**config.mk**
```make
export PLATFORM = sky130hd
export DESIGN_NAME = aavr_cordic
export DESIGN_NICKNAME = d
export VERILOG_FILES = /design/src/rtl/core/axis_angle_vector_rotate_defines.svh /design/src/rtl/core/aavr_pkg.sv /design/src/rtl/core/aavr_cordic.sv
export SDC_FILE = /design/constraint.sdc
export NUM_CORES = 2
export LEC_CHECK = 0
export BUFFER_PORTS_ARGS = -buffer_cell sky130_fd_sc_hd__buf_2
export CORE_AREA = 2 2 711 713
export CTS_CLUSTER_DIAMETER = 60
export DETAILED_ROUTE_END_ITERATION = 10
export DIE_AREA = 0 0 713 715
export SYNTH_ARGS = -nofsm -noshare
export SYNTH_HDL_FRONTEND = slang
export SYNTH_SLANG_ARGS = --single-unit
```
**constraint.sdc**
```tcl
create_clock -name i_clk -period 7 [get_ports i_clk]
set_input_delay 0.7 -clock i_clk [delete_from_list [all_inputs] [get_ports i_clk]]
set_output_delay 0.7 -clock i_clk [all_outputs]
set_load 0.02 [all_outputs]
```
**src/rtl/core/axis_angle_vector_rotate_defines.svh**
```systemverilog
// Assertion macros for the axis angle vector rotate block
`ifndef AXIS_ANGLE_VECTOR_ROTATE_DEFINES_SVH
`define AXIS_ANGLE_VECTOR_ROTATE_DEFINES_SVH

// Implication checked at every rising edge, skipped in reset
`define AAVR_ASSERT_IMP(label, clk, rst_n, ante, cons, msg) \
    label: assert property (@(posedge clk) disable iff (!rst_n) (ante) |-> (cons)) \
        else $error(msg);

// Next-cycle implication, skipped in reset
`define AAVR_ASSERT_NEXT(label, clk, rst_n, ante, cons, msg) \
    label: assert property (@(posedge clk) disable iff (!rst_n) (ante) |=> (cons)) \
        else $error(msg);

`endif

```
**src/rtl/core/aavr_pkg.sv**
```systemverilog
// Package: constants and tables for the axis angle vector rotate block
package aavr_pkg;
    localparam int FRAC_BITS_DEF = 16;
    localparam int TRIG_ITER_DEF = 16;
    localparam int ANG_FRAC      = 24;
    localparam int TRIG_FRAC     = 30;
    localparam int TABLE_LEN     = 24;
    localparam logic signed [31:0] GAIN_Q30 = 32'sd652032874;

    // atan(2^-i) in Q24 degrees
    function automatic logic signed [31:0] atan_q24(input int i);
        logic signed [31:0] t;
        case (i)
            0: t = 32'sd754974720;   1: t = 32'sd445687602;
            2: t = 32'sd235489088;   3: t = 32'sd119537938;
            4: t = 32'sd60000934;    5: t = 32'sd30029717;
            6: t = 32'sd15018523;    7: t = 32'sd7509720;
            8: t = 32'sd3754917;     9: t = 32'sd1877466;
            10: t = 32'sd938734;     11: t = 32'sd469367;
            12: t = 32'sd234684;     13: t = 32'sd117342;
            14: t = 32'sd58671;      15: t = 32'sd29335;
            16: t = 32'sd14668;      17: t = 32'sd7334;
            18: t = 32'sd3667;       19: t = 32'sd1833;
            20: t = 32'sd917;        21: t = 32'sd458;
            22: t = 32'sd229;        23: t = 32'sd115;
            default: t = 32'sd0;
        endcase
        return t;
    endfunction
endpackage

```
**src/rtl/core/aavr_cordic.sv**
```systemverilog
// Pipelined degree-domain CORDIC: sine and cosine, one stage per iteration
module aavr_cordic #(
    parameter int FRAC_BITS = aavr_pkg::FRAC_BITS_DEF,
    parameter int N_ITER    = aavr_pkg::TRIG_ITER_DEF
) (
    input  logic                         i_clk,
    input  logic                         i_en,
    input  logic signed [33:0]           i_z,
    input  logic                         i_neg,
    output logic signed [FRAC_BITS+2:0]  o_cos,
    output logic signed [FRAC_BITS+2:0]  o_sin
);
    localparam int RSH = aavr_pkg::TRIG_FRAC - FRAC_BITS;

    logic signed [32:0] r_x [N_ITER+1];
    logic signed [32:0] r_y [N_ITER+1];
    logic signed [33:0] r_z [N_ITER+1];
    logic               r_ng[N_ITER+1];
    logic signed [FRAC_BITS+2:0] r_c, r_s;
    logic signed [32:0] fx, fy;

    // load stage, then one register stage per iteration
    always_ff @(posedge i_clk) begin
        if (i_en) begin
            r_x[0]  <= 33'(aavr_pkg::GAIN_Q30);
            r_y[0]  <= '0;
            r_z[0]  <= i_z;
            r_ng[0] <= i_neg;
            for (int g = 0; g < N_ITER; g++) begin
                r_ng[g+1] <= r_ng[g];
                if (r_z[g] >= 0) begin
                    r_x[g+1] <= r_x[g] - (r_y[g] >>> g);
                    r_y[g+1] <= r_y[g] + (r_x[g] >>> g);
                    r_z[g+1] <= r_z[g] - 34'(aavr_pkg::atan_q24(g));
                end else begin
                    r_x[g+1] <= r_x[g] + (r_y[g] >>> g);
                    r_y[g+1] <= r_y[g] - (r_x[g] >>> g);
                    r_z[g+1] <= r_z[g] + 34'(aavr_pkg::atan_q24(g));
                end
            end
        end
    end

    assign fx = r_ng[N_ITER] ? -r_x[N_ITER] : r_x[N_ITER];
    assign fy = r_ng[N_ITER] ? -r_y[N_ITER] : r_y[N_ITER];

    always_ff @(posedge i_clk) begin
        if (i_en) begin
            r_c <= (FRAC_BITS+3)'((fx + (33'sd1 <<< (RSH-1))) >>> RSH);
            r_s <= (FRAC_BITS+3)'((fy + (33'sd1 <<< (RSH-1))) >>> RSH);
        end
    end
    assign o_cos = r_c;
    assign o_sin = r_s;
endmodule

```
; ---- Word level (Yosys, flattened, before mapping)
; Memory sizes are Yosys's and may differ from the RTL's.
; Cells that the tools add are included.
; W data, S select, Z words.
[word_totals]
inputBits = 37
ramBits = 1717
output_inout_bits = 38
regBits = 38
word_cells = 381
mem_count = 4
[classes]
add_sub_neg = 99
bitwise_logic = 48
magnitude_cmp = 16
n_mux = 212
[mem_list]
columns = name, depth, width, read_ports, rd_ports_with_merged_regs, write_ports, line_no
row1 = r_z, 17, 34, 16, 0, 17, aavr_cordic.sv:17  ; logic signed [33:0] r_z [N_ITER+1];
row2 = r_x, 17, 33, 17, 0, 17, aavr_cordic.sv:15  ; logic signed [32:0] r_x [N_ITER+1];
row3 = r_y, 17, 33, 17, 0, 17, aavr_cordic.sv:16  ; logic signed [32:0] r_y [N_ITER+1];
row4 = r_ng, 17, 1, 17, 0, 17, aavr_cordic.sv:18  ; logic r_ng[N_ITER+1];
[op_table]
columns = operator, n
row1 = $mux W32, 64
row2 = $mux W33, 34
row3 = $add A34 B32 Y34, 16
row4 = $ge A34 B1 Y1 const B, 16
row5 = $mux W34, 16
row6 = $sub A34 B32 Y34, 16
row7 = $mux W1, 98
row8 = $add A33 B15 Y33 const B, 2
row9 = $add A33 B18 Y33, 2
row10 = $add A33 B19 Y33, 2
row11 = $add A33 B20 Y33, 2
row12 = $add A33 B21 Y33, 2
row13 = $add A33 B22 Y33, 2
row14 = $add A33 B23 Y33, 2
row15 = $add A33 B24 Y33, 2
row16 = $add A33 B25 Y33, 2
row17 = $add A33 B26 Y33, 2
row18 = $add A33 B27 Y33, 2
row19 = $add A33 B28 Y33, 2
row20 = $add A33 B29 Y33, 2
row21 = $add A33 B30 Y33, 2
row22 = $add A33 B31 Y33, 2
row23 = $add A33 B32 Y33, 2
row24 = $neg A33 Y33, 2
row25 = other kinds (18), 81

; ---- Logic depth before layout (Yosys ltp)
[depth]
depth_word = 5
mapped_depth = 22
depth_no_buf = 22

; ---- Least setup slack after synthesis
; OpenSTA, ideal clock, no wires.
[synth_timing]
kind = input to register
from = in i_en
to = mem r_x[9][29] (data pin)
slack_ps = 1176
t_arrival_ps = 5564
path_stages = 21
t_required_ps = 6740
setup_ps = 260
n_path_buf = 5
cell_sequence = and2_1 clkbuf_1 inv_1 clkbuf_1 clkbuf_1 buf_1 buf_1 nand2_1 xnor2_1 ha_1 a21o_1 a221oi_1 o21bai_1 a221oi_1 o21ai_1 o31a_1 a31o_2 or4_1 a31o_2 a21oi_1 xnor2_1
[synth_rtl]
columns = element, line_no
row1 = "start, declared", aavr_cordic.sv:7  ; input logic i_en,
row2 = "end, declared", aavr_cordic.sv:15

==> key figures <==
Synth
  • Synth warn: 0
  • Syn Inst Count: about 13,000
  • Synth area leader: edfxtp_1
  • Top FF cell, synth: edfxtp_1
  • Mean post-synth cell area: roughly 9.6 sq um
  • Number of synthesized flops with an enable pin: 1,532
  • Most common cell in the netlist: edfxtp_1
  • Top cells by instance count after synthesis: edfxtp_1 (1,532), ha_1 (1,303), a21oi_1 (1,250)
  • Post-synthesis net count: around 14,000
  • Asr flop ratio synth: 0%
  • Synth unique cells: 97
  • Synth top area share: approximately 37%
  • Sequential area share after synthesis: roughly 37%
  • Mapped Area: approximately 0.13 sq mm
  • Yosys reg bits: between 1,500 and 2,000
  • Top cells by area, synth: edfxtp_1 (37%), ha_1 (13%), xnor2_1 (8.7%), a21oi_1 (5.0%), xor2_1 (4.3%)

Worst setup path
  • WP data required: roughly 7600 ps
  • Critical path class: register to register
  • CP Capture Type: register
  • CP cell instances: inv_1, ha_1, nand2_1, or3_1, nor4_1, nor2_1, xor2_1, ha_1, a21oi_1, nand2_1, a2111oi_0, o41ai_1, a31o_2, a2111oi_0, o31ai_1, o41ai_1, o311ai_0
  • Arr. time, crit path: between 6000 and 7000 ps
  • Critical path buffers and inverters: 1
  • Slowest cell delay on critical path: 770 ps
  • Critical Path Slowest Stage Cell: a2111oi_0
  • CP Max Fanout: 5
  • CP Launch Type: register
  • Reg2reg setup slack: roughly 930 ps
  • Cell family with most CP delay: compound AO/OA/AOI/OAI gates

Placement
  • Port bufs: between 70 and 80
  • Placer Congestion: roughly 0.9
  • Hpwl dp: between 200,000 and 250,000 um
  • Pre-CTS setup slack: approximately 840 ps

Floorplan
  • Core area: a little over 0.5 sq mm
  • Die footprint: 0.510 sq mm
  • Number of cell rows: 261
  • Die Wd: between 700 and 800 um
  • Die Span Y: 715 um
  • Ports: 75
  • Starting Density: between 20% and 30%

Timing
  • Final setup viols: 0
  • RSZ-0062 raised after global routing: false
  • Final-report max-slew violation count: 0
  • Fmax: between 150 and 200 MHz
  • Worst-Margin Slew: ~1100 ps
  • Crit path time final: a little over 6000 ps
  • Fin Setup TNS: 0 ps
  • Hold Vio Cnt, Final: 0
  • Final Skew: around 140 ps
  • Period utilisation layout: 86.7%
  • Setup slack after layout: between 900 and 1000 ps
  • Slew HR: 29.1%

Layout
  • Post-layout nets: about 15,000
  • N_diodes: 0
  • Area grow syn2layout: 12.7%
  • Share of cells above drive strength 1: under 10%
  • Area of the multi-input gates: between 0.07 and 0.08 sq mm
  • Register area: ~0.046 sq mm
  • Fillers: about 53,000

Drt
  • Pre-Repair DR Iteration Count: 5
  • DR vias/cell: between 4 and 5
  • Post-route DRC: 0
  • WL/cell: roughly 15 um
  • Final ANT Viol Nets: 0
  • Initial DRC count: ~5,700
  • Vias: 95,100
  • WL final: about 300,000 um

GRT
  • GRT overflow: 0
  • Vias in the first global route: about 91,000
  • Global-route wire length before repair: between 400,000 and 500,000 um
  • Largest net degree at the start of global routing: roughly 160
  • Total GRT Usage: a little under an eighth
  • Initial antenna violation count: 6

Run
  • # Max-Cap Violations: 0

Clock network
  • CTS Root Cell: clkbuf_16
  • CTS tree: built
  • CTS H-tree lvls: 4
  • Clock buffer depth: 4
  • Clock sink count: between 1,500 and 2,000
  • CTS clk-pin slew, worst paths: around 60 ps
  • Postcts setup bufs: 0
  • Clk_lat worst skew: ~940 ps
  • PostCTS Resize Cnt: 0
  • TritonCTS Buffers: between 200 and 250
  • CTS Hold Bufs: 35

Hold path
  • Hold Crit Class: input port to register

Run status
  • Outcome: finished clean
## state kept, by name, indices dropped and copies added (netlist names)
name and flops:
o_cos 19, r_z 511, r_y 496, r_ng 17, o_sin 19, r_x 470
## stage by stage
step | instance area, sq um | instances | utilization, % | hold slack [ps]
after floorplan | 125000 | 13000 | - | 400
after global placement | 134000 | 19600 | 26.6 | 402
after detailed placement | 134000 | 19600 | 26.6 | 405
after CTS | 141000 | 20000 | 28.1 | 221
after global routing | 141000 | 20000 | 28.1 | 263
final | 141000 | 20000 | 28.1 | 319
## metal layers
metal | part of all wire (%) | GRT usage, %
met5 | 0 | 0
met1 | 45 | 14.3
met4 | 3.3 | 3.50
met2 | 48 | 20.3
met3 | 3.4 | 1.28
## layout by cell type, fill, tap and decap left out, types with 225 or more instances in the layout
cell type and instances:
nor3_1 315, nand3_1 232, nor2_1 1028, xor2_1 616, nand2_1 794, a21o_1 537
ha_1 1303, a21oi_1 1250, inv_1 577, edfxtp_1 1532, o21a_1 225, xnor2_1 1248
o21ai_0 702
## cells by family (layout without fill, tap and decap cells)
family	after synthesis	count (layout)	share of synthesized area (%)
buffers and inverters	859	1168	2.58
adders and majority gates	1361	1361	13.8
muxes	99	99	0.820
DFF	1532	1532	36.7
AOI/OAI and AO/OA	3898	3898	19.9
xor gates and xnor gates	1865	1865	13.0
and+or+nand+nor	3413	3413	13.1
## final cells by class
type / instances / share of cell area (%)
clock buffers: 232 / 3.74
clock inverters: 150 / 1.25
inverters: 590 / 1.57
multi-input cells: 10600 / 53.9
flip-flops and latches: 1532 / 32.6
well taps: 6706 / 5.95
repair buffers: 196 / 1.01
## path summary, 6_finish.rpt
kind                          from               endpoint  cells after the start
min                           i_en   r_z[3][11]$_DFFE_PP_                      1
max            r_y[6][6]$_DFFE_PP_   r_x[7][31]$_DFFE_PP_                     17
max reg2reg    r_y[6][6]$_DFFE_PP_   r_x[7][31]$_DFFE_PP_                     17
min reg2reg  r_ng[0][12]$_DFFE_PP_  r_ng[0][13]$_DFFE_PP_                      0
Power is left out: the tool's default activity adds up to more than one toggle a clock period on the data nets, which glitch-free logic cannot reach.
